**config.mk**
```make
export PLATFORM = sky130hd
export DESIGN_NAME = swrp_queue
export DESIGN_NICKNAME = d
export VERILOG_FILES = /design/src/hdl/swrp_pkg.sv /design/src/hdl/swrp_queue.sv
export SDC_FILE = /design/constraint.sdc
export NUM_CORES = 1
export LEC_CHECK = 0
export ABC_AREA = 1
export BUFFER_PORTS_ARGS = -buffer_cell sky130_fd_sc_hd__clkbuf_2
export CELL_PAD_IN_SITES_DETAIL_PLACEMENT = 2
export CELL_PAD_IN_SITES_GLOBAL_PLACEMENT = 2
export CORE_MARGIN = 1.5
export CORE_UTILIZATION = 45
export CTS_BUF_LIST = sky130_fd_sc_hd__clkbuf_4 sky130_fd_sc_hd__clkbuf_8
export DETAILED_ROUTE_END_ITERATION = 8
export PLACE_DENSITY_LB_ADDON = 0.08
export REMOVE_ABC_BUFFERS = 1
export SYNTH_ARGS = -nofsm -noshare
export SYNTH_HDL_FRONTEND = slang
export SYNTH_SLANG_ARGS = --single-unit
```
**constraint.sdc**
```tcl
create_clock -name clock -period 7.1 [get_ports clock]
set_input_delay 1.42 -clock clock [delete_from_list [all_inputs] [get_ports clock]]
set_output_delay 1.42 -clock clock [all_outputs]
set_load 0.005 [all_outputs]
```
**src/hdl/swrp_pkg.sv**
```systemverilog
// Shared constants, types and helpers for the stereo windowed RMS peak meter.
package swrp_pkg;

   localparam int WIN_REG_BITS  = 13;
   localparam int CSR_DATA_BITS = 32;
   localparam int CSR_ADDR_BITS = 3;
   localparam int CSR_WORD_LSB  = 2;

   typedef logic [WIN_REG_BITS-1:0] win_reg_type;

   localparam win_reg_type WIN_RESET = 13'd1024;

   // register index codes
   localparam logic REG_WINDOW_LENGTH = 1'b0;

   localparam int QUEUE_DEPTH    = 4;
   localparam int QUEUE_PTR_BITS = 2;

   // per-item flags worked out by the front end
   typedef struct packed {
      logic hit;   // ring entry was written in this measurement
      logic last;  // item closes the measurement
   } item_flags_type;

   // zero acts as one, anything above the ring depth acts as the depth
   function automatic logic [31:0] effective_window(input win_reg_type wl,
                                                    input logic [31:0] wmax);
      logic [31:0] wide;
      wide = 32'(wl);
      if (wide == 32'd0) begin
         return 32'd1;
      end else if (wide > wmax) begin
         return wmax;
      end else begin
         return wide;
      end
   endfunction

endpackage

```
**src/hdl/swrp_queue.sv**
```systemverilog
// Short item queue between front end and window engine.
module swrp_queue #(
   parameter int WIDTH = 64
) (
   input  logic             clock,
   input  logic             reset,
   input  logic             wr_en,
   input  logic [WIDTH-1:0] wr_data,
   output logic             full,
   input  logic             rd_en,
   output logic [WIDTH-1:0] rd_data,
   output logic             empty
);
   import swrp_pkg::*;

   logic [WIDTH-1:0]          slot_ff [QUEUE_DEPTH];
   logic [QUEUE_PTR_BITS-1:0] wr_ptr_ff, rd_ptr_ff;
   logic [QUEUE_PTR_BITS:0]   count_ff, count_in;

   assign full    = count_ff == (QUEUE_PTR_BITS+1)'(QUEUE_DEPTH);
   assign empty   = count_ff == '0;
   assign rd_data = slot_ff[rd_ptr_ff];

   always_comb begin
      count_in = count_ff;
      if (wr_en && !rd_en) begin
         count_in = count_ff + 1'b1;
      end else if (rd_en && !wr_en) begin
         count_in = count_ff - 1'b1;
      end
   end

   always_ff @(posedge clock) begin
      if (reset) begin
         wr_ptr_ff <= '0;
         rd_ptr_ff <= '0;
         count_ff  <= '0;
      end else begin
         count_ff <= count_in;
         if (wr_en) begin
            wr_ptr_ff <= wr_ptr_ff + 1'b1;
         end
         if (rd_en) begin
            rd_ptr_ff <= rd_ptr_ff + 1'b1;
         end
      end
   end

   always_ff @(posedge clock) begin
      if (wr_en) begin
         slot_ff[wr_ptr_ff] <= wr_data;
      end
   end

endmodule

```
# Yosys cells after proc, flatten, opt, wreduce, memory -nomap -nowiden
# Memories as Yosys holds them, arrays and structs flattened. A register that Yosys moved wholly into a read port is not among the register bits.
# Cells that the tools add are included.
# classes
shifts	0
n_lt_le_gt_ge	0
n_reduce_logical	6
n_addsub	4
div	0
n_mux	6
mul	0
n_eq_ne	1
n_bitwise	0
# ops
op	count
two-way mux 3 bit	2
adder 2 x 1 -> 2 bit (second input constant)	2
two-way mux 2 bit	2
adder 3 x 1 -> 3 bit (second input constant)	1
== test 3 bit (second input constant)	1
zero test 3 bit	1
subtractor 3 x 1 -> 3 bit (second input constant)	1
logical AND 1 bit	2
zero test 1 bit	2
two-way mux 1 bit	2
nonzero test 2 bit	1
# word_totals
out_inout_bits	66
latchBits	0
ff_bits	7
n_memories	1
ram_bits	256
romBits	0
# memory_table
name	depth	width	read_ports	rd_clocked_by_memory_dff	wr	line	text
slot_ff	4	64	1	1	1	swrp_queue.sv:16	logic [WIDTH-1:0] slot_ff [QUEUE_DEPTH];

# Longest topological paths before layout
# depth
depth_word	4
depth_mapped	10
depth_no_buf	10

# Least setup slack after synthesis
# Ideal clock, no wire load.
# synth_path
path_kind	input to register
startpoint	in wr_en
endpoint	mem slot_ff[0][0], enable pin
required_time_ns	6.682
slack_ns	3.984
path_stages	2
t_arrival_ns	2.698
path_cell_list	nand2_1 -> inv_1
# synth_via
elab_chain_cells	2
# synth_lines
item	line	text
start, declared	swrp_queue.sv:7	input logic wr_en,
two-way mux 1 bit	swrp_queue.sv:50	if (wr_en) begin
two-way mux 1 bit (not written as such)	swrp_queue.sv:51	slot_ff[wr_ptr_ff] <= wr_data;
end, declared	swrp_queue.sv:16	
# Every way passes these cells.

==> results.toml <==
[clocking]
cts_tree = "built"
insertion_delay_ns = 0.55
cts-root-buf = "clkbuf_8"
cts-buffers-inserted = 44
cts_max_level = 2
holdBufCountCts = 0
postCtsSetupBuffers = 0
cts_buffer_depth = 3
path_clk_slew_ns = 0.06
cts.repair.resized = 0
cts_num_sinks = 265

[synthesis]
ys.flop_type = "edfxtp_1"
synth_top_area_share_pct = 77.3
synth_edf_count = 256
synthTopCellsByCount = "edfxtp_1 (256), nor2_1 (134), o21ai_0 (77)"
synth.most_common_cell = "edfxtp_1"
avgSynthCellArea_um2 = 14.7
synth-seq-cells = 265
yosysWarningCount = 0
synth.cell_area_um2 = 9950
syn-instance-count = 677
async_flop_share_pct = 0
yosys-top-cells-area = "edfxtp_1 (77%), nor2_1 (5.1%), o22ai_1 (4.0%), o21ai_0 (3.9%), o21ai_1 (2.8%)"
seq_area_frac_synth_pct = 79.1
yosysTopAreaCell = "edfxtp_1"
synth_cell_types = 22

[grt]
overflow = 0
grt_pass1_vias = 7098
grt_max_degree = 81
track_usage_pct = 24.0
grt_pass1_wl_um = 40800
antenna_found_initial = 2

[floorplanning]
fp.dieH_um = 152
initial_core_util_pct = 45.7
ios = 134
fp-row-count = 54
dieArea_um2 = 23000
coreArea_um2 = 21800
die_x_um = 152

[drt]
routedLengthMet1_um = 11100
drt-total-wl_um = 27200
vias = 6270
drt_iter0_markers = 320
drtPass1Iterations = 6
drtAntennaViolNets = 0
drc = 0
wl_met3_um = 989
top_layer = "met4"
met2_length_um = 14300
routedWlPerCell_um = 23.9
post_drt_via_cell_ratio = 5.50

[cells_and_area]
fillers = 2082
drive_gt1_share_pct = 25.1
nets = 897
area_growth_pct = 16.4

[timing]
min_period_over_period_pct = 63.0
fin_skew_ns = 0.0196
relSlewSlack_pct = 41.7
tightest_slew_ns = 0.875
finalHoldViolations = 0
grt_setup_unrepaired = "false"
setup_viol = 0
setup-tns-final_ns = 0
min_period_ns = 4.47
finalMaxSlewViolations = 0
max_clock_freq_ghz = 0.224

[worst_setup_path]
crit_fanout = 67
end_kind = "output port"
slowest_delay_ns = 0.71
critPathBufInv = 3
crit_required_ns = 5.68
setup.worst_path.start_class = "flip-flop"
path_cells = "inv_4 > buf_4 > nor2_1 > o22ai_1 > clkbuf_2"
cp_top_family = "buffers and inverters"
crit_arrival_ns = 3.05
critPathKind = "flip-flop to output port"
crit_slowest_cell = "buf_4"

[pwr]
ir_worst_vdd_uv = 153
power.leakage_nw = 4.14
power_density_nw_per_um2 = 293
power_w = 0.00339

[outcome]
status = "complete, no violations"

[place]
port_buffers = 133
place_congestion = 0.721
dpl.hpwl_um = 16100

[worst_hold_path]
min_path_type = "flip-flop to flip-flop"

[job]
cap_viol_max_count = 0
[where the power goes]
part	leakage (nW)	switching, W	total, W	internal, W
clock network	0.442	0.000592	0.00127	0.000682
registers	2.43	0.0000286	0.00182	0.00179
logic	1.27	0.000201	0.000299	0.0000977
total	4.14	0.000822	0.00339	0.00257
[state kept, by name, indices dropped and copies added, names as in the netlist, named ones only]
signal,cells
slot_ff,256
rd_ptr_ff,2
count_ff,3
wr_ptr_ff,2
[per-stage QoR]
step / cell area (um^2) / util [%] / std cells / hold slack, ns / worst slack, ns
finish: 11600 / 53.2 / 1139 / 0.468 / 2.63
global route: 11600 / 53.2 / 1138 / 0.508 / 2.45
CTS: 11600 / 53.2 / 1137 / 0.479 / 2.57
detailed placement: 10800 / 49.4 / 1057 / 0.457 / 3.17
global placement: 10800 / 49.4 / 1057 / 0.421 / 3.29
floorplan: 9660 / - / 636 / 0.412 / 2.16
[layer usage]
layer  vias to the layer above  track usage, %
li1                       2847               -
met1                      3231            29.6
met2                       144            42.9
met3                        48            4.10
met4                         0            7.93
met5                         -               0
[cells by family (layout without fill, tap and decap cells)]
| logic type | after synthesis | in the layout | share of synthesized area (%) |
|---|---|---|---|
| DFF | 265 | 265 | 79.1 |
| AOI/OAI and AO/OA | 200 | 200 | 10.9 |
| and+or+nand+nor | 147 | 147 | 5.61 |
| buffers and inverters | 58 | 238 | 3.51 |
| adders and majority gates | 6 | 6 | 0.830 |
| xor gates and xnor gates | 1 | 1 | 0.0881 |
| other | 0 | 2 | 0 |
[layout by cell type, fill, tap and decap left out]
| cell type | instances |
|---|---|
| edfxtp_1 | 256 |
| nor2_1 | 134 |
| clkbuf_2 | 133 |
| o21ai_0 | 77 |
| o22ai_1 | 64 |
| o21ai_1 | 56 |
| clkbuf_8 | 46 |
| clkbuf_4 | 16 |
| clkinv_1 | 14 |
| inv_1 | 11 |
| nand2_1 | 9 |
| clkinv_2 | 8 |
| buf_4 | 8 |
| dfxtp_1 | 7 |
| ha_1 | 5 |
| a21oi_1 | 3 |
| diode_2 | 2 |
| nor3_1 | 2 |
| inv_4 | 1 |
| inv_2 | 1 |
| xor2_1 | 1 |
| nand3_1 | 1 |
| nand4_1 | 1 |
| fa_1 | 1 |
| dfxtp_4 | 1 |
| dfxtp_2 | 1 |
[layout make-up]
| type | count | area, um^2 | area share (%) |
|---|---|---|---|
| Sequential cell | 265 | 7870 | 68.0 |
| Multi-Input combinational cell | 354 | 1730 | 14.9 |
| Clock buffer | 62 | 753 | 6.50 |
| Timing Repair Buffer | 141 | 726 | 6.27 |
| Tap cell | 280 | 350 | 3.03 |
| Clock inverter | 18 | 72.6 | 0.627 |
| Inverter | 17 | 71.3 | 0.616 |
| Antenna cell | 2 | 5.00 | 0.0432 |
[path summary, 6_finish.rpt]
check / from / endpoint / slack [ns] / depth (start not counted)
hold / removal: rd_ptr_ff[1]$_SDFFE_PP0P_ / flip-flop / 0.47 / 1
setup / recovery: flip-flop / rd_data[4] / 2.63 / 5
hold reg to reg: rd_ptr_ff[1]$_SDFFE_PP0P_ / flip-flop / 0.47 / 1
setup reg to reg: wr_ptr_ff[0]$_SDFFE_PP0P_ / slot_ff[0][33]$_DFFE_PP_ / 4.84 / 5
Power figures use the tool's default switching activity.
