<file path="src/hdl/swrp_root.sv">
// Root unit: serial divide by window length, serial square root, result register.
module swrp_root #(
   parameter int SAMPLE_BITS = 24,
   parameter int SUM_BITS    = 59,
   parameter int LEN_BITS    = 13,
   parameter int RT_BITS     = 30
) (
   input  logic                   clock,
   input  logic                   reset,
   input  logic                   start,
   input  logic [SUM_BITS-1:0]    peak_left,
   input  logic [SUM_BITS-1:0]    peak_right,
   input  logic [LEN_BITS-1:0]    len,
   output logic                   idle,
   output logic                   empty,
   input  logic                   pop,
   output logic [SAMPLE_BITS-1:0] rsp_rms_left,
   output logic [SAMPLE_BITS-1:0] rsp_rms_right
);

   localparam int CNT_BITS = $clog2(SUM_BITS + 1);
   localparam logic [1:0] ST_IDLE = 2'd0;
   localparam logic [1:0] ST_DIV  = 2'd1;
   localparam logic [1:0] ST_SQRT = 2'd2;
   localparam logic [1:0] ST_HOLD = 2'd3;
   localparam logic [RT_BITS-1:0] FULL_SCALE = RT_BITS'(1) << (SAMPLE_BITS - 1);

   logic [1:0]          state_ff, state_in;
   logic [CNT_BITS-1:0] cnt_ff, cnt_in;
   logic [LEN_BITS-1:0] len_ff, len_in;

   logic [1:0][SUM_BITS-1:0]  dvd_ff, dvd_in, dvd_step;
   logic [1:0][LEN_BITS-1:0]  rem_ff, rem_in, rem_step;
   logic [1:0][LEN_BITS:0]    rem_sh;
   logic [1:0]                qbit;

   logic [1:0][2*RT_BITS-1:0] x_ff, x_in;
   logic [1:0][RT_BITS+1:0]   srem_ff, srem_in;
   logic [1:0][RT_BITS+3:0]   srem_sh, trial;
   logic [1:0][RT_BITS-1:0]   root_ff, root_in, root_step, sat;
   logic [1:0]                sbit;

   logic                         out_valid_ff, out_valid_in, load_out;
   logic [1:0][SAMPLE_BITS-1:0]  out_ff, out_in;

   // one quotient bit and one root bit per cycle, both channels side by side
   always_comb begin
      for (int ch = 0; ch < 2; ch++) begin
         rem_sh[ch]    = {rem_ff[ch], dvd_ff[ch][SUM_BITS-1]};
         qbit[ch]      = rem_sh[ch] >= {1'b0, len_ff};
         rem_step[ch]  = qbit[ch] ? LEN_BITS'(rem_sh[ch] - {1'b0, len_ff})
                                  : rem_sh[ch][LEN_BITS-1:0];
         dvd_step[ch]  = {dvd_ff[ch][SUM_BITS-2:0], qbit[ch]};
         srem_sh[ch]   = {srem_ff[ch], x_ff[ch][2*RT_BITS-1 -: 2]};
         trial[ch]     = {2'b00, root_ff[ch], 2'b01};
         sbit[ch]      = srem_sh[ch] >= trial[ch];
         root_step[ch] = {root_ff[ch][RT_BITS-2:0], sbit[ch]};
         sat[ch]       = (root_ff[ch] > FULL_SCALE) ? FULL_SCALE : root_ff[ch];
      end
   end

   assign load_out = (state_ff == ST_HOLD) && (!out_valid_ff || pop);

   always_comb begin
      state_in     = state_ff;
      cnt_in       = cnt_ff;
      len_in       = len_ff;
      dvd_in       = dvd_ff;
      rem_in       = rem_ff;
      x_in         = x_ff;
      srem_in      = srem_ff;
      root_in      = root_ff;
      out_in       = out_ff;
      out_valid_in = out_valid_ff;
      if (pop && out_valid_ff) begin
         out_valid_in = 1'b0;
      end
      case (state_ff)
         ST_IDLE: begin
            if (start) begin
               dvd_in[0] = peak_left;
               dvd_in[1] = peak_right;
               rem_in    = '0;
               len_in    = len;
               cnt_in    = '0;
               state_in  = ST_DIV;
            end
         end
         ST_DIV: begin
            dvd_in = dvd_step;
            rem_in = rem_step;
            cnt_in = cnt_ff + 1'b1;
            if (cnt_ff == CNT_BITS'(SUM_BITS - 1)) begin
               for (int ch = 0; ch < 2; ch++) begin
                  x_in[ch] = (2*RT_BITS)'(dvd_step[ch]);
               end
               srem_in  = '0;
               root_in  = '0;
               cnt_in   = '0;
               state_in = ST_SQRT;
            end
         end
         ST_SQRT: begin
            for (int ch = 0; ch < 2; ch++) begin
               srem_in[ch] = sbit[ch] ? (RT_BITS+2)'(srem_sh[ch] - trial[ch])
                                      : srem_sh[ch][RT_BITS+1:0];
               x_in[ch]    = {x_ff[ch][2*RT_BITS-3:0], 2'b00};
            end
            root_in = root_step;
            cnt_in  = cnt_ff + 1'b1;
            if (cnt_ff == CNT_BITS'(RT_BITS - 1)) begin
               state_in = ST_HOLD;
            end
         end
         ST_HOLD: begin
            if (load_out) begin
               for (int ch = 0; ch < 2; ch++) begin
                  out_in[ch] = sat[ch][SAMPLE_BITS-1:0];
               end
               out_valid_in = 1'b1;
               state_in     = ST_IDLE;
            end
         end
         default: begin
            state_in = ST_IDLE;
         end
      endcase
   end

   always_ff @(posedge clock) begin
      if (reset) begin
         state_ff     <= ST_IDLE;
         cnt_ff       <= '0;
         out_valid_ff <= 1'b0;
      end else begin
         state_ff     <= state_in;
         cnt_ff       <= cnt_in;
         out_valid_ff <= out_valid_in;
      end
   end

   always_ff @(posedge clock) begin
      len_ff  <= len_in;
      dvd_ff  <= dvd_in;
      rem_ff  <= rem_in;
      x_ff    <= x_in;
      srem_ff <= srem_in;
      root_ff <= root_in;
      out_ff  <= out_in;
   end

   assign idle          = state_ff == ST_IDLE;
   assign empty         = !out_valid_ff;
   assign rsp_rms_left  = out_ff[0];
   assign rsp_rms_right = out_ff[1];

endmodule

</file>
<file path="config.mk">
export PLATFORM = sky130hd
export DESIGN_NAME = swrp_root
export DESIGN_NICKNAME = d
export VERILOG_FILES = /design/src/hdl/swrp_root.sv
export SDC_FILE = /design/constraint.sdc
export NUM_CORES = 1
export LEC_CHECK = 0
export BUFFER_PORTS_ARGS = -buffer_cell sky130_fd_sc_hd__buf_2
export CORE_UTILIZATION = 55
export CTS_CLUSTER_SIZE = 40
export DETAILED_ROUTE_END_ITERATION = 16
export GPL_TIMING_DRIVEN = 0
export PLACE_DENSITY = 0.74
export SETUP_SLACK_MARGIN = 0.15
export SLEW_MARGIN = 10
export SYNTH_ARGS = -nofsm -noshare
export SYNTH_HDL_FRONTEND = slang
export SYNTH_SLANG_ARGS = --single-unit
</file>
<file path="constraint.sdc">
create_clock -name clock -period 12 [get_ports clock]
set_input_delay 1.2 -clock clock [delete_from_list [all_inputs] [get_ports clock]]
set_output_delay 1.2 -clock clock [all_outputs]
set_load 0.02 [all_outputs]
</file>
### Word level (Yosys, flattened, before mapping)

Index checks and enable logic that the tools add are counted.

| storage, ports and cells | value |
|---|---|
| word-level logic and storage cells | 75 |
| input bits | 135 |
| output and inout bits | 50 |
| bits in registers | 458 |

| cells by class | value |
|---|---|
| reductions and logical operators | 14 |
| mux-type cells | 25 |
| magnitude comparators | 6 |
| add/sub/neg operators | 5 |
| equal/unequal tests | 9 |

Operators by type and width:

| operator | count |
|---|---|
| case mux 120 bit (2 select lines) | 1 |
| case mux 118 bit (2 select lines) | 1 |
| case mux 64 bit (2 select lines) | 1 |
| 2-to-1 mux 120 bit | 1 |
| case mux 60 bit (2 select lines) | 1 |
| 2-to-1 mux 118 bit | 1 |
| >= comparator 34 x 32 -> 1 bit | 2 |
| 2-to-1 mux 32 bit | 2 |
| 2-to-1 mux 64 bit | 1 |
| subtractor 32 bit | 2 |
| > comparator 30 x 24 -> 1 bit (second input constant) | 2 |
| 2-to-1 mux 60 bit | 1 |
| case mux 26 bit (2 select lines) | 1 |
| >= comparator 14 x 13 -> 1 bit | 2 |
| 2-to-1 mux 13 bit | 2 |
| 2-to-1 mux 26 bit | 1 |
| subtractor 13 bit | 2 |
| case mux 6 bit (3 select lines) | 1 |
| 2-to-1 mux 6 bit | 2 |
| AND reduction 2 bit | 5 |
| 2-to-1 mux 2 bit | 4 |
| inequality test 2 bit (second input constant) | 4 |
| case mux 2 bit (4 select lines) | 1 |
| adder 6 x 1 -> 6 bit (second input constant) | 1 |
| 12 further kinds | 17 |

### Depth between registers and ports, before layout

Gate-level depths: netlist of the first run.

| logic depth | value |
|---|---|
| word-level depth | 5 |
| depth in mapped cells | 13 |

### Worst setup path before layout of the first run

OpenSTA, ideal clock, no wires.

| timing path | value |
|---|---|
| path type | reg-to-reg |
| start point | register state_ff[0] |
| end point | register root_ff[0] in the netlist's numbering (enable) |
| clock period less this slack | 7.450 ns |
| cell stages (with the launch flop) | 7 |
| path buffers | 3 |
| data arrival time | 6.823 ns |
| data required time | 11.373 ns |
| setup slack | 4.550 ns |
| cells stage by stage | dfxtp_1 inv_1 ha_1 clkbuf_1 clkbuf_1 clkbuf_1 o21a_1 |

| on the way | value |
|---|---|
| longest elaborated chain between the ends | 3 |

Ends and longest elaborated chain:

| item | line | RTL |
|---|---|---|
| start, declared | 28 | `logic [1:0] state_ff, state_in;` |
| start signal, assigned | 136 | `state_ff <= state_in;` |
| == test 2 x 1 -> 1 bit / == test 2 bit (equally long branches) | 78 | `case (state_ff)` |
| inequality test 2 bit (no line) / nonzero test 2 bit (equally long branches) | -- |  |
| AND reduction 2 bit (no line) (*) | -- |  |
| end signal, assigned | 148 | `root_ff <= root_in;` |
| end, declared | 40 | `logic [1:0][RT_BITS-1:0] root_ff, root_in, root_step, sat;` |

Every way passes the cells marked *; elsewhere a longest branch is shown, timed or not.
A chain may end at the register's enable or synchronous reset.

### Worst setup path in the final report of the first run

| timing path | value |
|---|---|
| start point | register state_ff[0] |
| end point | register x_ff[93] in the netlist's numbering (enable) |

| on the way | value |
|---|---|
| longest elaborated chain between the ends | 3 |

Ends and longest elaborated chain:

| item | line | RTL |
|---|---|---|
| == test 2 x 1 -> 1 bit / == test 2 bit (equally long branches) | 78 |  |
| inequality test 2 bit (no line) / nonzero test 2 bit (equally long branches) | -- |  |
| AND reduction 2 bit (no line) (*) | -- |  |
| end signal, assigned | 146 | `x_ff <= x_in;` |
| end, declared | 37 | `logic [1:0][2*RT_BITS-1:0] x_ff, x_in;` |

Marked as above.

==> results_dict.tcl, run 1 <==
set metrics [dict create \
    status "complete, no violations" \
    route.final.wire_length_um 49400 \
    drv_cap 0 \
    synth_edf_count 449 \
    nFillCells 3178 \
    rsz0062_at_grt "false" \
    nets 2313 \
    p_total_w 0.00871 \
    drc 0 \
    dieArea_mm2 0.0435 \
    p_clk_share_pct 17.4 \
    ios 185 \
    tightestPinTransition_ns 1.12 \
    drtPass1Iterations 5 \
    pre_cts_ws_ns 8.10 \
    worstPathMaxFanout 54 \
    grt_usage_pct 22.7 \
    switching_share_pct 38.3 \
    fmax_mhz 266 \
    finalCritPeriodShare_pct 31.4 \
    hpwl_um 35600 \
    grt_first_pass_wirelength_um 78200 \
    skew_ns 0.0169 \
    ctsHoldBuffers 0 \
    drive_above_1_share_pct 25.2 \
    cts_tree "yes" \
    period_minus_slack_ns 3.77 \
    initial_core_util_pct 55.8 \
    via_per_inst 5.65 \
    synth_top_cell_by_area "edfxtp_1" \
    place_congestion 0.903 \
    dp.cells 2566 \
    hold_viol 0 \
    ys_seq_area_share_pct 58.2 \
    core_mm2 0.0420 \
    final_max_slew_viol_count 0 \
    cts_sinks 458 \
    synth-seq-cells 458 \
    syn_avg_cell_area_um2 12.8 \
    cts_buffer_depth 3 \
    grt_pass1_vias 15200 \
    die_height_um 209 \
    fin_cells 2667 \
    p_leak_nw 10.1 \
    wl_per_cell_um 18.5 \
    portBuffers 184 \
    seqPwrFrac_pct 36.2 \
    synth_warnings 0 \
    yosysTopAreaCellShare_pct 57.5 \
    synthTopCellsByArea "edfxtp_1, mux2_2, ha_1, nor2_1, a21oi_1" \
    clkTransAtPathRegs_ns 0.06 \
    setup_slack_ns 8.23 \
    cts_setup_buffers 0 \
    areaGrowthSynthToFinish_pct 14.7 \
    power.switching_w 0.00334 \
    cts-root-buf "clkbuf_16" \
    synth-main-ff-cell "edfxtp_1" \
    synth-async-reset-ratio_pct 0 \
    synthesis.instances 1836 \
    die_w_um 209 \
    core.rowCount 75 \
    power.density_mw_per_mm2 324 \
    hp-class "flop to flop" \
    critical_path_arrival_ns 4.05 \
    drtAntennaViolNets 0 \
    setup_violations 0 \
    intPower_w 0.00537 \
    vias 15100 \
    synth_area_mm2 0.0235 \
    ctsResizeCount 0 \
    end_kind "flop" \
    clk_latency_ns 0.61 \
    relSlewSlack_pct 25.4 \
    tns_ns 0 \
    grt_max_degree 96 \
    grt_antenna_before_repair 18 \
    cp.required_ns 12.28 \
    gr-total-overflow 0 \
    syn-num-nets 2071 \
    ir_drop_uv 173 \
    numCtsBuffers 49 \
    synth.distinct_cells 73 \
    crit_type "flop to flop" \
    power_frac_comb_pct 46.4 \
    final_common_cell "edfxtp_1" \
    drt_iter0_drc 975 \
    mostFrequentLayoutCells "edfxtp_1, mux2_2, buf_2" \
    critPathLaunchType "flop" \
    htree_num_levels 2 \
]
synth_stat cells, types with 19 or more instances:
master,n
edfxtp_1,449
a21o_1,30
inv_1,99
clkbuf_1,50
nor2b_1,37
o21ai_0,39
xor2_1,27
a21oi_1,91
nand4_1,19
mux2i_1,32
nand3_1,30
and2_1,54
nor3_1,31
nand2_1,104
ha_1,98
mux2_2,232
xnor2_1,48
nor2_1,149
layer usage:
layer  GRT usage [%]  vias to the layer above  share of wire (%)
li1                -                     7320                  -
met1            29.3                     7199                 44
met2            37.4                      424                 47
met3            5.75                      108                6.5
met4            7.83                       20                2.5
met5               0                        -               0.23
final timing paths:
check,start,endpoint,slack [ns],cells after the start
max reg2reg,state_ff[0],x_ff[93],8.23,8
max,state_ff[0],x_ff[93],8.23,8
min,x_ff[117],srem_sh[35],0.53,1
min reg2reg,x_ff[117],srem_sh[35],0.53,1
logic make-up (layout without fill, tap and decap cells):
group	after synthesis	after routing	share of synthesized area, %
AO/OA/AOI/OAI	287	287	8.20
XOR/XNOR	75	75	2.80
adder cells (fa/ha/maj)	100	100	5.40
buffers and inverters	163	446	2.79
flip-flops	458	458	58.2
multiplexers	264	264	12.5
other	0	9	0
AND/OR/NAND/NOR	489	489	10.1
power by group through the flow:
stage               clock network, W  registers, W  logic [W]
finish                       0.00152       0.00315    0.00404
CTS                          0.00155       0.00316    0.00403
global placement                   0       0.00336    0.00382
floorplan                          0       0.00320    0.00306
global route                 0.00161       0.00323    0.00445
detailed placement                 0       0.00318    0.00399
flip-flops by register name (all words and copies together) (netlist names):
name and count:
state_ff 2, root_ff 60, rsp_rms_left 24, rsp_rms_right 24, srem_sh 4, x_ff 116, dvd_ff 118, srem_ff 64
rem_ff 26, cnt_ff 6, len_ff 13, out_valid_ff 1
critical path: stages, from the launching register on:
cell	delay (ns)
dfxtp_1	0.34
inv_1	0.11
ha_1	0.15
clkbuf_1	0.51
clkbuf_1	0.60
clkbuf_1	0.61
o21a_4	0.49
buf_12	0.30
buf_16	0.30
metrics by stage:
step           utilization (%)  instance area, um^2  hold WS (ns)
5_1_grt                   64.0                26900         0.555
6_report                  64.0                26900         0.528
3_5_place_dp              60.1                25300         0.512
4_1_cts                   64.0                26900         0.526
3_3_place_gp              59.6                25100         0.506
2_1_floorplan                -                23500         0.501
area by class of cell:
cell class              count  area, um^2  area share (%)
diodes                      9        22.5          0.0837
plain buffers              63         280            1.04
clock buffers              57        1260            4.67
clock inverters            35         378            1.40
inverters                 100         375            1.39
multi-input cells        1215        9180            34.1
flip-flops and latches    458       13700            50.8
well taps                 539         674            2.51
repair buffers            191        1090            4.05
No activity file was read; power rests on OpenSTA's default activity.
==> inputs of run 2 (changes only) <==
==> constraint.sdc (replaced) <==
create_clock -name clock -period 3.7 [get_ports clock]
set_input_delay 0.37 -clock clock [delete_from_list [all_inputs] [get_ports clock]]
set_output_delay 0.37 -clock clock [all_outputs]
set_load 0.02 [all_outputs]
==> run 2 against run 1 <==
Net effect:
- clock power grew to 3.0 times the previous value
- routed wire length grew 0.43%
- maximum frequency grew 13%
- sequential cell count is the same
- largest cell class unchanged
==> results_dict.tcl, run 2 (same netlist as run 1, synthesis figures left out) <==
set metrics [dict create \
    status "complete, no violations" \
    drv_cap 0 \
    cts_tree "yes" \
    grt_usage_pct 22.9 \
    end_kind "flop" \
    die_w_um 209 \
    rsz0062_at_grt "false" \
    cts-root-buf "clkbuf_16" \
    hpwl_um 35200 \
    p_leak_nw 10.2 \
    holdWs_ns 0.0754 \
    fmax_mhz 299 \
    areaGrowthSynthToFinish_pct 14.7 \
    grt_antenna_before_repair 10 \
    cts_buffer_depth 3 \
    drtAntennaViolNets 0 \
    place_congestion 0.938 \
    cts_sinks 458 \
    tightestPinTransition_ns 0.922 \
    skew_ns 0.0125 \
    critPathLaunchType "flop" \
    nFillCells 3254 \
    cp_cell_sequence "inv_1 > ha_1 > a21o_1 > a21o_1 > a2111o_1 > a21oi_1 > o211ai_1 > nand4_2 > nand2_2 > buf_6 > nand2_2 > o22ai_1" \
    portBuffers 184 \
    grt_pass1_vias 15400 \
    hold_viol 0 \
    p_total_w 0.0280 \
    grt_first_pass_wirelength_um 79200 \
    clkTransAtPathRegs_ns 0.06 \
    drc 0 \
    drtPass1Iterations 5 \
    nets 2325 \
    ir_drop_uv 491 \
    grt_max_degree 98 \
    slowest_stage "edfxtp_1" \
    die_height_um 209 \
    clk_latency_ns 0.59 \
    gr-total-overflow 0 \
    finalCritPeriodShare_pct 90.5 \
    hp-class "input pin to flop" \
    design_area_mm2 0.0269 \
    path_buf_inv 2 \
    vias 15200 \
    crit_family "compound AO/OA/AOI/OAI gates" \
    reg.largest.list "dvd_ff x118, x_ff x116, srem_ff x64" \
    relSlewSlack_pct 38.5 \
    numCtsBuffers 47 \
    largest_register "dvd_ff" \
    critical_path_arrival_ns 3.67 \
    wl_per_cell_um 18.6 \
    largest_reg_flops 118 \
    critical_path.max_stage_delay_ns 0.42 \
    place_area_mm2 0.0253 \
    period_minus_slack_ns 3.35 \
    htree_num_levels 2 \
    final_max_slew_viol_count 0 \
    drive_above_1_share_pct 25.2 \
    dieArea_mm2 0.0435 \
    core.rowCount 75 \
    final_common_cell "edfxtp_1" \
    core_mm2 0.0420 \
    route.final.wire_length_um 49600 \
    ios 185 \
    setup_violations 0 \
    power.density_mw_per_mm2 1040 \
    crit_type "flop to flop" \
    cp.required_ns 4.02 \
    drt_iter0_drc 975 \
    via_per_inst 5.71 \
    initial_core_util_pct 55.8 \
    worstPathMaxFanout 10 \
    mostFrequentLayoutCells "edfxtp_1, mux2_2, buf_2" \
]
[run 2: changes by cell type in the layout (fill, tap and decap cells not counted), sizes merged, moves of 2 or more]
cell	before	now
bufinv	5	3
diode	9	2
clkinvlp	7	4
dlygate4sd3	0	13
o21a	16	18
[run 2: layer usage]
metal,global-route usage [%],routed length (um)
met2,37.6,23500
met3,5.36,3400
met4,9.20,1560
met1,29.4,21000
met5,0,101
[run 2: worst paths after layout]
kind	from	end	slack, ns	cells after the start
setup / recovery	root_ff[7]	srem_ff[21]	0.35	12
hold / removal	peak_left[55]	dvd_ff[55]	0.08	2
setup reg to reg	root_ff[7]	srem_ff[21]	0.35	12
hold reg to reg	x_ff[117]	srem_sh[35]	0.53	1
[run 2: report_power, final]
part           internal [W]  switching (W)
logic               0.00549        0.00765
registers           0.00914        0.00110
clock network       0.00260        0.00202
total                0.0172         0.0108
[run 2: cell type report]
cell class | count | area (um^2) | area share, %
flip-flops and latches | 458 | 13700 | 50.8
multi-input cells | 1217 | 9210 | 34.2
clock buffers | 58 | 1240 | 4.60
repair buffers | 203 | 1210 | 4.49
well taps | 539 | 674 | 2.51
inverters | 100 | 375 | 1.40
plain buffers | 63 | 285 | 1.06
clock inverters | 30 | 251 | 0.935
diodes | 2 | 5.00 | 0.0186
[run 2: stage by stage]
step	util, %	TNS, ns	setup WS, ns	cells
finish	64.0	0	0.353	2670
floorplan	-	0	0.174	1836
global route	64.0	0	0.185	2669
CTS	63.9	0	0.218	2667
global placement	59.6	-463.44	-1.50	2559
detailed placement	60.1	-44.64	-0.507	2565
[run 2: what timing repair did]
item                                    CTS  global route
hold buffers                             13             0
endpoints found under the hold margin    13             0
cloned                                    1             1
setup buffers                             0             0
pin swaps                                 1             2
gates resized for setup                   3             3
endpoints found under the setup margin  166            68
