File: config.mk
export PLATFORM = sky130hd
export DESIGN_NAME = swrp_front
export DESIGN_NICKNAME = d
export VERILOG_FILES = /design/src/hdl/swrp_pkg.sv /design/src/hdl/swrp_front.sv
export SDC_FILE = /design/constraint.sdc
export NUM_CORES = 1
export LEC_CHECK = 0
export ABC_AREA = 1
export BUFFER_PORTS_ARGS = -buffer_cell sky130_fd_sc_hd__buf_2
export CAP_MARGIN = 10
export CORE_ASPECT_RATIO = 0.9
export CORE_UTILIZATION = 48
export CTS_BUF_LIST = sky130_fd_sc_hd__clkbuf_8
export DETAILED_ROUTE_END_ITERATION = 7
export HOLD_SLACK_MARGIN = 0.06
export MAX_ROUTING_LAYER = met4
export PLACE_DENSITY = 0.89
export SLEW_MARGIN = 20
export SYNTH_ARGS = -nofsm -noshare
export SYNTH_HDL_FRONTEND = slang
export SYNTH_SLANG_ARGS = --single-unit
File: constraint.sdc
create_clock -name clock -period 3.05 [get_ports clock]
set_clock_uncertainty 0.05 [all_clocks]
set_input_delay 0.1525 -clock clock [delete_from_list [all_inputs] [get_ports clock]]
set_output_delay 0.1525 -clock clock [all_outputs]
set_load 0.05 [all_outputs]
File: src/hdl/swrp_pkg.sv
// Shared constants, types and helpers for the stereo windowed RMS peak meter.
package swrp_pkg;

   localparam int WIN_REG_BITS  = 13;
   localparam int CSR_DATA_BITS = 32;
   localparam int CSR_ADDR_BITS = 3;
   localparam int CSR_WORD_LSB  = 2;

   typedef logic [WIN_REG_BITS-1:0] win_reg_type;

   localparam win_reg_type WIN_RESET = 13'd1024;

   // register index codes
   localparam logic REG_WINDOW_LENGTH = 1'b0;

   localparam int QUEUE_DEPTH    = 4;
   localparam int QUEUE_PTR_BITS = 2;

   // per-item flags worked out by the front end
   typedef struct packed {
      logic hit;   // ring entry was written in this measurement
      logic last;  // item closes the measurement
   } item_flags_type;

   // zero acts as one, anything above the ring depth acts as the depth
   function automatic logic [31:0] effective_window(input win_reg_type wl,
                                                    input logic [31:0] wmax);
      logic [31:0] wide;
      wide = 32'(wl);
      if (wide == 32'd0) begin
         return 32'd1;
      end else if (wide > wmax) begin
         return wmax;
      end else begin
         return wide;
      end
   endfunction

endpackage

File: src/hdl/swrp_front.sv
// Front end: accepts sample items, tracks ring position and fill, tags each item.
module swrp_front #(
   parameter int SAMPLE_BITS = 24,
   parameter int IDX_BITS    = 12,
   parameter int LEN_BITS    = 13
) (
   input  logic                              clock,
   input  logic                              reset,
   input  logic                              push,
   input  logic signed [SAMPLE_BITS-1:0]     req_left_sample,
   input  logic signed [SAMPLE_BITS-1:0]     req_right_sample,
   input  logic                              req_is_last,
   input  logic [LEN_BITS-1:0]               len,
   input  logic                              q_full,
   output logic                              q_push,
   output logic [2*SAMPLE_BITS+IDX_BITS+1:0] q_data
);
   import swrp_pkg::*;

   logic [IDX_BITS-1:0] pos_ff, pos_in;
   logic [LEN_BITS-1:0] fill_ff, fill_in;
   logic [LEN_BITS-1:0] pos_next;
   logic                accept;
   item_flags_type      flags;

   assign accept   = push && !q_full;
   assign pos_next = LEN_BITS'(pos_ff) + LEN_BITS'(1);

   // written entries always form a prefix of the ring, so a fill mark
   // stands in for clearing it
   always_comb begin
      pos_in     = pos_ff;
      fill_in    = fill_ff;
      flags.hit  = LEN_BITS'(pos_ff) < fill_ff;
      flags.last = req_is_last;
      if (accept) begin
         if (req_is_last) begin
            pos_in  = '0;
            fill_in = '0;
         end else begin
            pos_in  = (pos_next >= len) ? '0 : pos_next[IDX_BITS-1:0];
            fill_in = (pos_next > fill_ff) ? pos_next : fill_ff;
         end
      end
   end

   always_ff @(posedge clock) begin
      if (reset) begin
         pos_ff  <= '0;
         fill_ff <= '0;
      end else begin
         pos_ff  <= pos_in;
         fill_ff <= fill_in;
      end
   end

   assign q_push = accept;
   assign q_data = {req_left_sample, req_right_sample, flags, pos_ff};

endmodule

-- After elaboration in Yosys (flattened, before gate mapping)
Cells that the tools add are included.
- $add $sub $neg: 1
- order comparisons: 3
- reductions and logical operators: 4
- muxes and demuxes: 4
- operators with widths (operator ; count):
    two-way mux 13 bit ; 2
    two-way mux 12 bit ; 2
    adder 12 x 1 -> 13 bit, second input constant ; 1
    greater-or-equal comparator 13 bit ; 1
    > comparator 13 bit ; 1
    less-than comparator 12 x 13 -> 1 bit ; 1
    AND reduction 2 bit ; 1
    nonzero test 2 bit ; 1
    logical AND 1 bit ; 1
    logical NOT 1 bit ; 1
- output and inout bits: 63
- register bits: 25

-- Longest topological paths before layout
Gate-level depths: netlist of run 1.
- depth in word-level cells: 4
- depth in mapped cells: 20
- depth with buffers taken out: 19

-- Worst setup path after synthesis of run 1
OpenSTA, ideal clock, no wires.
- path type: register to register
- start point: register pos_ff[0]
- end point: register fill_ff[1]
- data arrival time: 2874 ps
- required time: 2933 ps
- path slack: 59 ps
- library setup time: 67 ps
- period minus slack after synthesis: 2991 ps
- buffers on the path: 1
- stages on the path, launching flop included: 19
- cells stage by stage: dfxtp_1 ha_1 nand2_1 nor2_1 nand4_1 nor3_1 ha_1 nand2_1 inv_2 nand2_1 nand2_1 a21oi_1 nand2_2 nand2_2 nand2_2 nand2_4 buf_6 nand2_1 a21oi_2
- cells in the longest elaborated chain, start to end: 4
- ends and longest elaborated chain (item ; RTL line ; source):
    start: declaration ; swrp_front.sv:20 ; logic [IDX_BITS-1:0] pos_ff, pos_in;
    start signal: assignment ; swrp_front.sv:52 ; pos_ff <= pos_in;
    adder 12 x 1 -> 13 bit (*) ; swrp_front.sv:27 ; assign pos_next = LEN_BITS'(pos_ff) + LEN_BITS'(1);
    > comparator 13 bit ; swrp_front.sv:42 ; fill_in = (pos_next > fill_ff) ? pos_next : fill_ff;
    nonzero test 2 bit (no line) ; -- ;
    AND reduction 2 bit (no line) ; -- ;
    end signal: assignment ; swrp_front.sv:53 ; fill_ff <= fill_in;
    end: declaration ; swrp_front.sv:21 ; logic [LEN_BITS-1:0] fill_ff, fill_in;
Every way passes the cells marked *; elsewhere a longest branch is shown, timed or not. The select of a mux whose other input is x is not followed.
A chain may end at the register's enable or synchronous reset.

-- Worst setup path in the final report of run 1
- start point: register pos_ff[0]
- end point: register fill_ff[2]
The elaborated chain is that of the path after synthesis.

==> impl_summary.md, run 1 <==
Run status
The flow ran to the end, and the final reports show no timing, DRC or antenna violations.

Floorplan
The initial utilization of the core area, before any placement, comes to 51.1%. During I/O placement, the number of pins put on the boundary was around 130. The die covers between 0.005 and 0.006 mm^2. The y dimension of the die is 71.1 um. The die is ~79 um wide.

The total area inside the core boundary comes to around 0.005 mm^2. After floorplanning, the core was divided into 24 placement rows.

Clocking
For this design, the sink count on the clock tree is 25. The number of buffers on the longest clock path is 2. In this run the clock root is driven by a sky130_fd_sc_hd__clkbuf_8. The buffers inserted during post-CTS setup optimization is 0.

TritonCTS built the clock tree. The maximum level of the CTS H-tree is 1. Counting the buffers created by CTS gives 3.

For the worst-skew pair, the clock arrives at the later sink with an insertion delay of roughly 0.27 ns. The clock edge transition at the registers on the reported setup and hold paths is 0.09 ns. The count of hold buffers inserted by post-cts repair is 0.

Route
After the first detailed-routing iteration, the DRC count stood at 171. The number of detailed-route iterations in the first pass is 4. For this run, design rule violations remaining after detail routing come to 0. The total wire length is 5400 um.

The detailed router placed 2133 vias in this run. Using the TritonRoute via totals, the vias-per-cell ratio works out to 5.16. The detail route stage leaves a number of antenna-violating nets equal to 0.

After detailed routing, the average wire length per cell comes to ~13 um.

Synth
During synthesis, Yosys emitted a total of 0 warnings. Among all flip-flop cells after synthesis, the most frequent one is sky130_fd_sc_hd__dfxtp_1. The cell taking the most area after synthesis is sky130_fd_sc_hd__dfxtp_1.

The count of mapped cells out of synthesis is between 300 and 400. After Yosys synthesis, XOR and XNOR cells account for 3.04% of the synthesized area. The register bit count reported by yosys is 25. The net count after synthesis is 467.

The most repeated cell in the gate-level netlist after synthesis is sky130_fd_sc_hd__nand2_1. The count of cell types in the netlist is 30. Yosys attributes the largest share of cell area to sky130_fd_sc_hd__dfxtp_1, sky130_fd_sc_hd__ha_1, sky130_fd_sc_hd__buf_4, sky130_fd_sc_hd__nand2_1, sky130_fd_sc_hd__a21oi_1.

The summed instance area of the synthesized netlist is 0.00255 mm^2. After synthesis, the largest area contributor takes up 19.6% of total cell area. The mux contribution to synthesized area is 0%.

The sequential element share of the synthesized area is around 20%. A synthesized cell averages 7.06 um^2. The synthesized design contains 0 enable-type register cells.

The post-synthesis share of cell area spent on full adders, half adders and majority gates is 19.6%. The basic-gate share of the synthesized area counting and, or, nand and nor cells is a little under a quarter. After synthesis, the largest family of logic cells by area is buffers and inverters. The complex-gate fraction of the synthesized area is 10.4%. The async set or reset register ratio after synthesis is 0%.

Sorting the synthesized cells by how often they occur yields sky130_fd_sc_hd__nand2_1, sky130_fd_sc_hd__inv_1, sky130_fd_sc_hd__buf_4.

Worst setup path
The critical path in this run is classified as reg -> reg. The nature of the critical path endpoint is a register. For the worst setup path, the data arrival time is between 2 and 3 ns. Walking the worst path, the cells encountered are ha_1 > nand2_1 > nor2_1 > nand4_1 > nand2_1 > inv_1 > ha_1 > nand2_1 > inv_1 > nand3_1 > nor2_4 > nand2_1 > nand2_2 > nand2_2 > nor2_2 > nand2_1 > a21oi_1.

In this design, the stage delay of the slowest critical-path cell is 0.41 ns. STA classifies the critical path startpoint as a register. Of all nets on the critical path, the largest fanout is 5. The critical path required time is about 3.2 ns. The slowest library cell on the worst path is sky130_fd_sc_hd__dfxtp_2. The cell type with the highest occurrence count on the critical path is sky130_fd_sc_hd__nand2_1.

Timing
The worst-margin pin slew is 0.495 ns. The worst path needs 2.85 ns of the cycle, external delays included. The count of pins over their slew limit is 0.

The number of endpoints with negative hold slack in the final report is 0. Setup violations remaining at the end of the flow were counted as 0. Based on the critical path, the design can be clocked at up to 0.351 GHz. Hold timing on the final database bottoms out at a slack of 0.255 ns. The final critical path takes up roughly 93% of the cycle. The setup slack of the critical path after layout is 0.204 ns. Summed over all failing endpoints, the final setup total negative slack is 0 ns. The max-slew headroom at the worst pin is 67.0%.

Placed design
Detailed placement finished with a half-perimeter wire length of about 4200 um. Counting tap cells, the placed design contains a total of between 400 and 500 instances. Timing analysis after detailed placement gives a worst setup slack of between 0.01 and 0.015 ns. The weighted congestion reported at the end of routability-driven placement is between 0.8 and 0.9. In this run the tool buffered the top-level ports with 32 buffer cells.

Global routing
The number of antenna violations at the first check in global routing is 0. After global routing, the most crowded layer is met2. The met1 usage in global routing is 25.1%. The total global-route track usage is 20.6%. The first global-routing pass estimated 8980 um of wire.

For met3 alone, demand over resource in global routing was around 3.6%. The largest net degree at the start of global routing is 26. The sum of overflow across all layers after global routing is 0. The met2 layer usage reported by global route is 33.6%.

The via count of the first global-routing pass was 2101.

Worst hold path
The type of the most critical hold path is in -> out.

Layout
The ratio of cells with drive above 1 in the final layout is 18.4%. In the final design database the tool counted between 400 and 500 nets. Excluding fillers, the count of instances in the completed layout stands at 413. The antenna diode count is 0. The area growth from synthesis to layout is -2.41%.

Flow run
The number of max-capacitance violations reported is 0.

Power
The completed layout was analyzed and its total power is 621 uW. Dividing total power by cell area gives a power density of 250 mW/mm^2. The static leakage power is 1.31 nW. The maximum VDD drop is 162 uV.
critical path: cells and delay by family (launching register included):
kind / cells / cell delay (ns)
buf+inv: 2 / 0.17
fa+ha+maj: 2 / 0.53
flops: 1 / 0.41
compound gates: 1 / 0.14
simple gates: 12 / 1.47
state kept, by name, indices dropped and copies added, names as in the netlist:
register  cells
fill_ff      13
pos_ff       12
per-stage QoR:
step / utilization (%) / cell area, um^2
3_5_place_dp: 48.6 / 2420
5_1_grt: 49.9 / 2490
4_1_cts: 49.6 / 2470
2_1_floorplan: - / 2550
6_report: 49.9 / 2490
3_3_place_gp: 48.6 / 2420
placed cells by master, fill, tap and decap left out, drive strengths merged:
master and instances:
a21oi 41, buf 37, clkbuf 3, dfxtp 25
ha 40, inv 55, nand2 91, nand3 11
nand3b 2, nand4 7, nor2 16, nor3 3
o21ai 2, o21bai 3, o221ai 1, o31ai 2
or2 1, xnor2 3, xor2 5
metal layers:
metal / up-vias / routed length (um)
met5: - / 0
met4: 0 / 105
met3: 14 / 304
met2: 68 / 2480
met1: 968 / 2510
li1: 1083 / -
final cells by class:
class / count / area, um^2
Clock inverter: 1 / 3.75
Multi-Input combinational cell: 228 / 1460
Sequential cell: 25 / 503
Timing Repair Buffer: 37 / 198
Fill cell: 493 / 2500
Inverter: 54 / 203
Clock buffer: 3 / 41.3
Tap cell: 65 / 81.3
final timing paths:
kind                                     startpoint     endpoint  depth (start not counted)  slack (ns)
worst max-delay path                      pos_ff[0]   fill_ff[2]                         17        0.20
worst min-delay path            req_right_sample[6]   q_data[20]                          0        0.26
worst max register to register            pos_ff[0]   fill_ff[2]                         17        0.20
worst min register to register          fill_ff[12]  fill_ff[12]                          2        0.41
cells by family after synthesis:
| logic type | after synthesis |
|---|---|
| simple gates | 130 |
| buf+inv | 109 |
| xor+xnor | 8 |
| flops | 25 |
| compound gates | 49 |
| fa+ha+maj | 40 |
report_power, final:
part | internal, mW | switching, mW | leakage [nW] | total (mW)
registers | 0.328 | 0.00226 | 0.202 | 0.330
logic | 0.0306 | 0.0618 | 1.08 | 0.0924
clock network | 0.0901 | 0.108 | 0.0269 | 0.198
timing repair:
action | CTS | global route
setup endpoints to repair | 3 | 15
gates cloned | 0 | 1
gates resized for setup | 1 | 3
pin swaps | 0 | 1
Power figures use the tool's default switching activity.
==> run 2: changes to the inputs <==
--- a/config.mk
+++ b/config.mk
@@ -9,12 +9,11 @@
 export BUFFER_PORTS_ARGS = -buffer_cell sky130_fd_sc_hd__buf_2
 export CAP_MARGIN = 10
 export CORE_ASPECT_RATIO = 0.9
-export CORE_UTILIZATION = 48
+export CORE_UTILIZATION = 30
 export CTS_BUF_LIST = sky130_fd_sc_hd__clkbuf_8
 export DETAILED_ROUTE_END_ITERATION = 7
 export HOLD_SLACK_MARGIN = 0.06
-export MAX_ROUTING_LAYER = met4
-export PLACE_DENSITY = 0.89
+export PLACE_DENSITY = 0.62
 export SLEW_MARGIN = 20
 export SYNTH_ARGS = -nofsm -noshare
 export SYNTH_HDL_FRONTEND = slang
==> run 2 against run 1 <==
Against the previous run:
- fmax up 0.74%
- total power up 1.1%
- non-clock buffer count up 11
- count of clock-buffer cells in the layout unchanged
- routed wire length up 7.0%
- via count up 0.14%
- register-to-register slack better by 0.02 ns
- global-route usage down 7.2 points
- core utilization down 17 points
- worst setup slack better by 0.021 ns
- critical endpoint is now pos_ff[3]
- largest cell class unchanged
==> impl_summary.md, run 2 (synthesis gave the netlist of run 1 again) <==
Run status
The run finished with clean final reports.

Power
The power density relative to cell area came to 237 mW/mm^2 (-4.9%). The static leakage power was 1.36 nW (+4.0%). The total design power is 627 uW (+1.1%). The maximum VDD drop is 136 uV (-16%).

Floorplan
The row count was 31 (+29%). The width of the die came to 99.2 um (+26%). The y dimension of the die is 89.4 um (+26%). The effective utilization at floorplan came to 31.3% (-20 points). The core outline area came to 0.00815 mm^2 (+63%). The number of top-level pins is 129 (unchanged). The area enclosed by the die boundary is 0.00887 mm^2 (+58%).

Worst setup path
The worst setup path is captured at a register. The worst path buffer plus inverter count is 1 (-1). The nature of the critical path startpoint is a register. The cell type with the highest occurrence count on the critical path is sky130_fd_sc_hd__a21oi_1. The peak per-stage delay on the critical path is 0.35 ns (-0.06 ns). The critical path arrival is 2.98 ns (about the same). Traced cell by cell, the critical path runs through buf_4 > ha_1 > nand2_1 > nor2_4 > nand3_1 > xnor2_2 > ha_1 > a21oi_1 > o21ai_0 > a21oi_1 > nand3_1 > nor2_2 > nand2_1 > a21oi_1.

The worst-path maximum fanout came to 8 (+3). The critical path required time is 3.21 ns (about the same). The cell family contributing the most delay on the critical path is simple AND/OR/NAND/NOR gates. On the critical path, the stage with the largest delay is an instance of sky130_fd_sc_hd__dfxtp_1.

The worst-case register-to-register setup slack is 0.22 ns (+0.02 ns). The category of the critical setup timing path is reg -> reg.

Timing
The worst-margin pin slew is 0.505 ns (+0.0101 ns). The final count of negative-setup-slack endpoints is 0 (unchanged). The count of pins over their slew limit is 0 (unchanged). The setup slack of the critical path after layout is 0.225 ns (+0.0208 ns). The setup TNS after final layout is 0 ns (unchanged). The share of the clock period used by the worst path came to 92.6% (-0.68 points). The max-slew headroom at the worst pin was 66.4% (-0.67 points). The number of endpoints with negative hold slack in the final report is 0 (unchanged). The post-layout minimum cycle time was 2.83 ns (-0.0208 ns). The maximum operating frequency is 0.354 GHz (+0.74%).

Route
The average detailed-routed wire length per instance is 12.6 um (-3.5%). The via count of the routed design is 2136 (+0.14%). The final antenna-violating net count is 0 (unchanged). The number of detailed-route iterations in the first pass came to 4 (unchanged).

The number of remaining DRC errors is 0 (unchanged). The total wire length is 5780 um (+7.0%). The detailed router's first-iteration violation count is 119 (-30%). The detailed-route vias per instance came to 4.66 (-9.7%).

Layout
The post-route core utilization is 32.4% (-17 points). The largest registers in the layout are fill_ff x13, pos_ff x12. The number of flip-flops in the largest register was 13 (unchanged). The synthesis-to-layout area growth is 3.68%. The count of filler cells inserted in the layout came to 878 (+78%). fill_ff holds more flip-flops than any other register. The number of nets at the end of the flow came to 466 (+2.4%). In the layout the commonest cells are sky130_fd_sc_hd__nand2_1, sky130_fd_sc_hd__inv_1, sky130_fd_sc_hd__a21oi_1, sky130_fd_sc_hd__ha_1, sky130_fd_sc_hd__buf_2.

The antenna diode count came to 0 (unchanged). The ratio of cells with drive above 1 in the final layout came to 21.2% (+2.8 points). The commonest non-fill, non-tap cell in the layout is sky130_fd_sc_hd__nand2_1.

Placed design
The weighted congestion reported at the end of routability-driven placement is 0.839 (-1.5%). The worst setup timing slack at the placement stage is 0.203 ns (+0.190 ns). The sum of net half-perimeters after detailed placement was 4690 um (+11%). The count of port buffers added during placement is 32 (unchanged).

Clocking
The clock edge transition at the registers on the reported setup and hold paths is 0.09 ns (about the same). The number of buffers on the longest clock path is 2 (unchanged). The buffer type at the clock tree root is sky130_fd_sc_hd__clkbuf_8.

TritonCTS built the clock tree. The number of clock sinks came to 25 (unchanged). The count of hold buffers inserted by post-cts repair came to 0 (unchanged). The maximum level of the CTS H-tree is 1 (unchanged). The clock latency on the worst-skew pair was 0.27 ns (about the same).

The clock buffer count from CTS was 3 (unchanged).

Global routing
The total global-route track usage is 13.4% (-7.2 points). The sum of overflow across all layers after global routing is 0 (unchanged). The number of antenna violations at the first check in global routing is 0 (unchanged). The largest net degree at the start of global routing is 26 (unchanged). The via count of the first global-routing pass is 2050 (-2.4%).

The first-pass GRT wire length is 9350 um (+4.1%).

Flow run
The number of max-capacitance violations reported is 0 (unchanged).

Worst hold path
The type of the most critical hold path is in -> out.
## run 2: cell types whose count changed in the layout (fill, tap and decap cells not counted), sizes merged
cell,change
buf,+11
## run 2: cell type report
class / instances / area [um^2] / share of cell area (%)
Multi-Input combinational cell: 228 / 1490 / 56.4
Timing Repair Buffer: 48 / 280 / 10.6
Sequential cell: 25 / 500 / 18.9
Tap cell: 99 / 124 / 4.69
Clock buffer: 3 / 41.3 / 1.56
Inverter: 54 / 203 / 7.67
Clock inverter: 1 / 3.75 / 0.142
## run 2: stage by stage
| stage | hold WS [ns] | area (um^2) | std cells |
|---|---|---|---|
| 6_report | 0.255 | 2640 | 458 |
| 4_1_cts | 0.255 | 2570 | 454 |
| 3_5_place_dp | 0.255 | 2520 | 450 |
| 3_3_place_gp | 0.255 | 2520 | 450 |
| 5_1_grt | 0.255 | 2640 | 458 |
| 2_1_floorplan | 0.372 | 2550 | 361 |
## run 2: final timing paths
check,cells past startpoint,end,start
worst max register to register,14,pos_ff[3],pos_ff[0]
worst max-delay path,14,pos_ff[3],pos_ff[0]
worst min-delay path,0,q_data[14],req_right_sample[0]
worst min register to register,2,fill_ff[11],fill_ff[11]
## run 2: worst reg2reg max path, stage by stage, from the launching register on
cell and delay (ns):
sky130_fd_sc_hd__dfxtp_1 0.35, sky130_fd_sc_hd__buf_4 0.18, sky130_fd_sc_hd__ha_1 0.17, sky130_fd_sc_hd__nand2_1 0.09, sky130_fd_sc_hd__nor2_4 0.15, sky130_fd_sc_hd__nand3_1 0.13, sky130_fd_sc_hd__xnor2_2 0.26, sky130_fd_sc_hd__ha_1 0.30
sky130_fd_sc_hd__a21oi_1 0.15, sky130_fd_sc_hd__o21ai_0 0.09, sky130_fd_sc_hd__a21oi_1 0.15, sky130_fd_sc_hd__nand3_1 0.20, sky130_fd_sc_hd__nor2_2 0.28, sky130_fd_sc_hd__nand2_1 0.09, sky130_fd_sc_hd__a21oi_1 0.12
## run 2: per-layer routing
metal  up-vias  share of wire [%]  global-route usage [%]
li1       1107                  -                       -
met5         -                  0                       0
met3        12                7.7                    2.35
met1       941                 47                    17.1
met2        76                 45                    22.6
met4         0                1.1                    5.35
## run 2: where the power goes
group | switching (mW) | internal [mW]
logic | 0.0617 | 0.0312
registers | 0.00127 | 0.328
clock network | 0.115 | 0.0904
total | 0.178 | 0.449
## run 2: what timing repair did
action,4_1_cts,5_1_grt
resized for setup,0,6
endpoints found under the setup margin,0,15
buffers inserted,0,3
==> run 3: changes to the inputs <==
--- a/config.mk
+++ b/config.mk
@@ -8,12 +8,14 @@
 export ABC_AREA = 1
 export BUFFER_PORTS_ARGS = -buffer_cell sky130_fd_sc_hd__buf_2
 export CAP_MARGIN = 10
+export CELL_PAD_IN_SITES_DETAIL_PLACEMENT = 0
+export CELL_PAD_IN_SITES_GLOBAL_PLACEMENT = 1
 export CORE_ASPECT_RATIO = 0.9
 export CORE_UTILIZATION = 30
 export CTS_BUF_LIST = sky130_fd_sc_hd__clkbuf_8
 export DETAILED_ROUTE_END_ITERATION = 7
 export HOLD_SLACK_MARGIN = 0.06
-export PLACE_DENSITY = 0.62
+export PLACE_DENSITY = 0.83
 export SLEW_MARGIN = 20
 export SYNTH_ARGS = -nofsm -noshare
 export SYNTH_HDL_FRONTEND = slang
==> run 3 against run 2 <==
Against the previous run:
- via count shrank 1.1%
- total power fell by 0.36%
- first-iteration DRC count shrank 28%
- highest routed layer unchanged
==> impl_summary.md, run 3 (synthesis gave the netlist of run 1 again) <==
Worst setup path
In this run the worst setup path begins at pos_ff[0]. The worst-path maximum fanout is 13 (+5). The worst setup path is launched from a register. The critical path required time is 3.20 ns (about the same).

The critical path arrival came to 2.99 ns (about the same). The setup path with the least slack is of type reg -> reg. The worst setup path is captured at a register.

In this run the critical register-to-register path is launched from pos_ff[0].

Layout
The synthesis-to-layout area growth is 2.21%. Leaving out fill and tap cells, the most frequent cell in the layout is sky130_fd_sc_hd__nand2_1. The antenna diode count is 0 (unchanged). The number of flip-flops in the largest register is 13 (unchanged). The count of filler cells inserted in the layout is 902 (+2.7%).

The number of standard cells in the final layout excluding fillers is 455 (-0.66%). The number of nets at the end of the flow was 463 (-0.64%). The library cells used most frequently in the layout, excluding fill and tap cells, are sky130_fd_sc_hd__nand2_1, sky130_fd_sc_hd__inv_1, sky130_fd_sc_hd__a21oi_1, sky130_fd_sc_hd__ha_1, sky130_fd_sc_hd__buf_2. The ratio of cells with drive above 1 in the final layout came to 20.5% (-0.66 points).

The area of the multi-input gates is 0.00146 mm^2 (-1.8%). In the final layout, the registers with the most flip-flops are fill_ff x13, pos_ff x12. The sequential cell area is 505 um^2 (+1.0%). The cell area after layout was 0.00261 mm^2 (-1.4%). More flip-flops sit in one register than any other, and that register is fill_ff.

Placed design
The worst setup timing slack at the placement stage came to 0.0331 ns (-0.170 ns). The count of port buffers added during placement is 32 (unchanged). The weighted congestion reported at the end of routability-driven placement came to 0.811 (-3.3%).

The cell total after placement was 450 (unchanged). The instance area after placement came to 0.00252 mm^2 (unchanged). The sum of net half-perimeters after detailed placement is 4670 um (-0.41%).

Power
The power density relative to cell area is 240 mW/mm^2 (+1.1%). The static leakage power is 1.36 nW (-0.45%). The maximum VDD drop is 127 uV (-6.6%).

Run status
The flow ran to the end, and the final reports show no timing, DRC or antenna violations.

Timing
The final count of negative-setup-slack endpoints is 0 (unchanged). The number of endpoints with negative hold slack in the final report was 0 (unchanged). The maximum operating frequency was 0.352 GHz (-0.44%).

The max-slew headroom at the worst pin is 65.2% (-1.2 points). The worst-margin pin slew is 0.522 ns (+0.0175 ns). The share of the clock period used by the worst path is 93.0% (+0.41 points). The post-layout minimum cycle time is 2.84 ns (+0.0125 ns). The setup slack of the critical path after layout is 0.212 ns (-0.0125 ns). The count of pins over their slew limit came to 0 (unchanged).

Route
The average detailed-routed wire length per instance is 12.9 um (+2.7%). The total wire length is 5890 um (+2.0%). The number of detailed-route iterations in the first pass is 4 (unchanged). The via count of the routed design came to 2113 (-1.1%). The detailed-route vias per instance is 4.64 (-0.42%). The number of remaining DRC errors is 0 (unchanged). The detailed router's first-iteration violation count is 86 (-28%). The final antenna-violating net count was 0 (unchanged).

Clocking
The maximum level of the CTS H-tree is 1 (unchanged). The count of hold buffers inserted by post-cts repair is 0 (unchanged). The clock buffer count from CTS is 3 (unchanged).

The buffer type at the clock tree root is sky130_fd_sc_hd__clkbuf_8. The TritonCTS clock tree is built. The clock edge transition at the registers on the reported setup and hold paths is 0.10 ns (about the same).

The number of clock sinks is 25 (unchanged). The clock latency on the worst-skew pair is 0.27 ns (about the same). The number of buffers on the longest clock path is 2 (unchanged).

Global routing
The largest net degree at the start of global routing is 26 (unchanged). The first-pass GRT wire length is 9250 um (-1.1%). The total global-route track usage is 13.3% (-0.053 points). The number of antenna violations at the first check in global routing was 0 (unchanged). The sum of overflow across all layers after global routing was 0 (unchanged). The via count of the first global-routing pass is 1966 (-4.1%).

Floorplan
The row count was 31 (unchanged). The y dimension of the die is 89.4 um (unchanged). The effective utilization at floorplan came to 31.3% (unchanged).

The area enclosed by the die boundary is 0.00887 mm^2 (unchanged). The number of top-level pins is 129 (unchanged). The core outline area was 0.00815 mm^2 (unchanged). The width of the die came to 99.2 um (unchanged).

Worst hold path
In this run the most critical hold path is launched from req_left_sample[15]. In this run the worst hold path is classified as in -> out.

Flow run
The number of max-capacitance violations reported was 0 (unchanged).
-- run 3: changes by cell type in the layout (fill, tap and decap cells not counted), sizes merged --
cell,before,now
nor2,16,15
buf,48,46
-- run 3: worst paths after layout --
path / to / slack [ns] / depth (start not counted)
max reg2reg: fill_ff[7] / 0.21 / 18
min: q_data[53] / 0.26 / 0
max: fill_ff[7] / 0.21 / 18
min reg2reg: fill_ff[11] / 0.41 / 2
-- run 3: layer usage --
metal | GRT usage [%] | part of all wire [%] | up-vias
li1 | - | - | 1093
met1 | 18.4 | 51 | 955
met2 | 21.5 | 43 | 57
met3 | 1.80 | 5.0 | 8
met4 | 4.55 | 0.93 | 0
met5 | 0 | 0 | -
-- run 3: repair_timing --
item / CTS / global route
endpoints found under the setup margin: 5 / 23
buffers inserted: 0 / 1
resized for setup: 1 / 6
pin swaps: 0 / 2
-- run 3: final cells by class --
class	instances	area share, %
Clock buffer	3	1.59
Tap cell	99	4.76
Timing Repair Buffer	46	10.2
Multi-Input combinational cell	227	56.1
Sequential cell	25	19.4
Clock inverter	1	0.144
Inverter	54	7.78
-- run 3: metrics by stage --
stage	hold slack, ns	total power [mW]	setup TNS (ns)	util (%)
final	0.255	0.625	0	32.0
after global routing	0.255	0.659	-0.486	32.0
after CTS	0.255	0.628	0	31.6
after detailed placement	0.255	0.428	0	31.0
after global placement	0.255	0.427	0	31.0
after floorplan	0.372	0.573	0	-
-- run 3: worst max-delay path, stage by stage (launching register included) --
cell	delay [ns]
sky130_fd_sc_hd__dfxtp_4	0.40
sky130_fd_sc_hd__ha_1	0.19
sky130_fd_sc_hd__nand2_1	0.10
sky130_fd_sc_hd__nor2_2	0.14
sky130_fd_sc_hd__nand4_1	0.19
sky130_fd_sc_hd__nor3_4	0.27
sky130_fd_sc_hd__buf_4	0.16
sky130_fd_sc_hd__ha_1	0.23
sky130_fd_sc_hd__nand2_1	0.11
sky130_fd_sc_hd__inv_2	0.05
sky130_fd_sc_hd__nand2_1	0.06
sky130_fd_sc_hd__nand2_1	0.04
sky130_fd_sc_hd__a21oi_1	0.16
sky130_fd_sc_hd__nand2_2	0.09
sky130_fd_sc_hd__nand2_2	0.10
sky130_fd_sc_hd__nand2_2	0.10
sky130_fd_sc_hd__nand2_8	0.13
sky130_fd_sc_hd__nand2_1	0.06
sky130_fd_sc_hd__a21oi_1	0.12
-- run 3: power breakdown --
part           switching (mW)  total, mW  internal, mW
clock                   0.113      0.203        0.0903
combinational          0.0614     0.0926        0.0311
sequential            0.00230      0.330         0.327
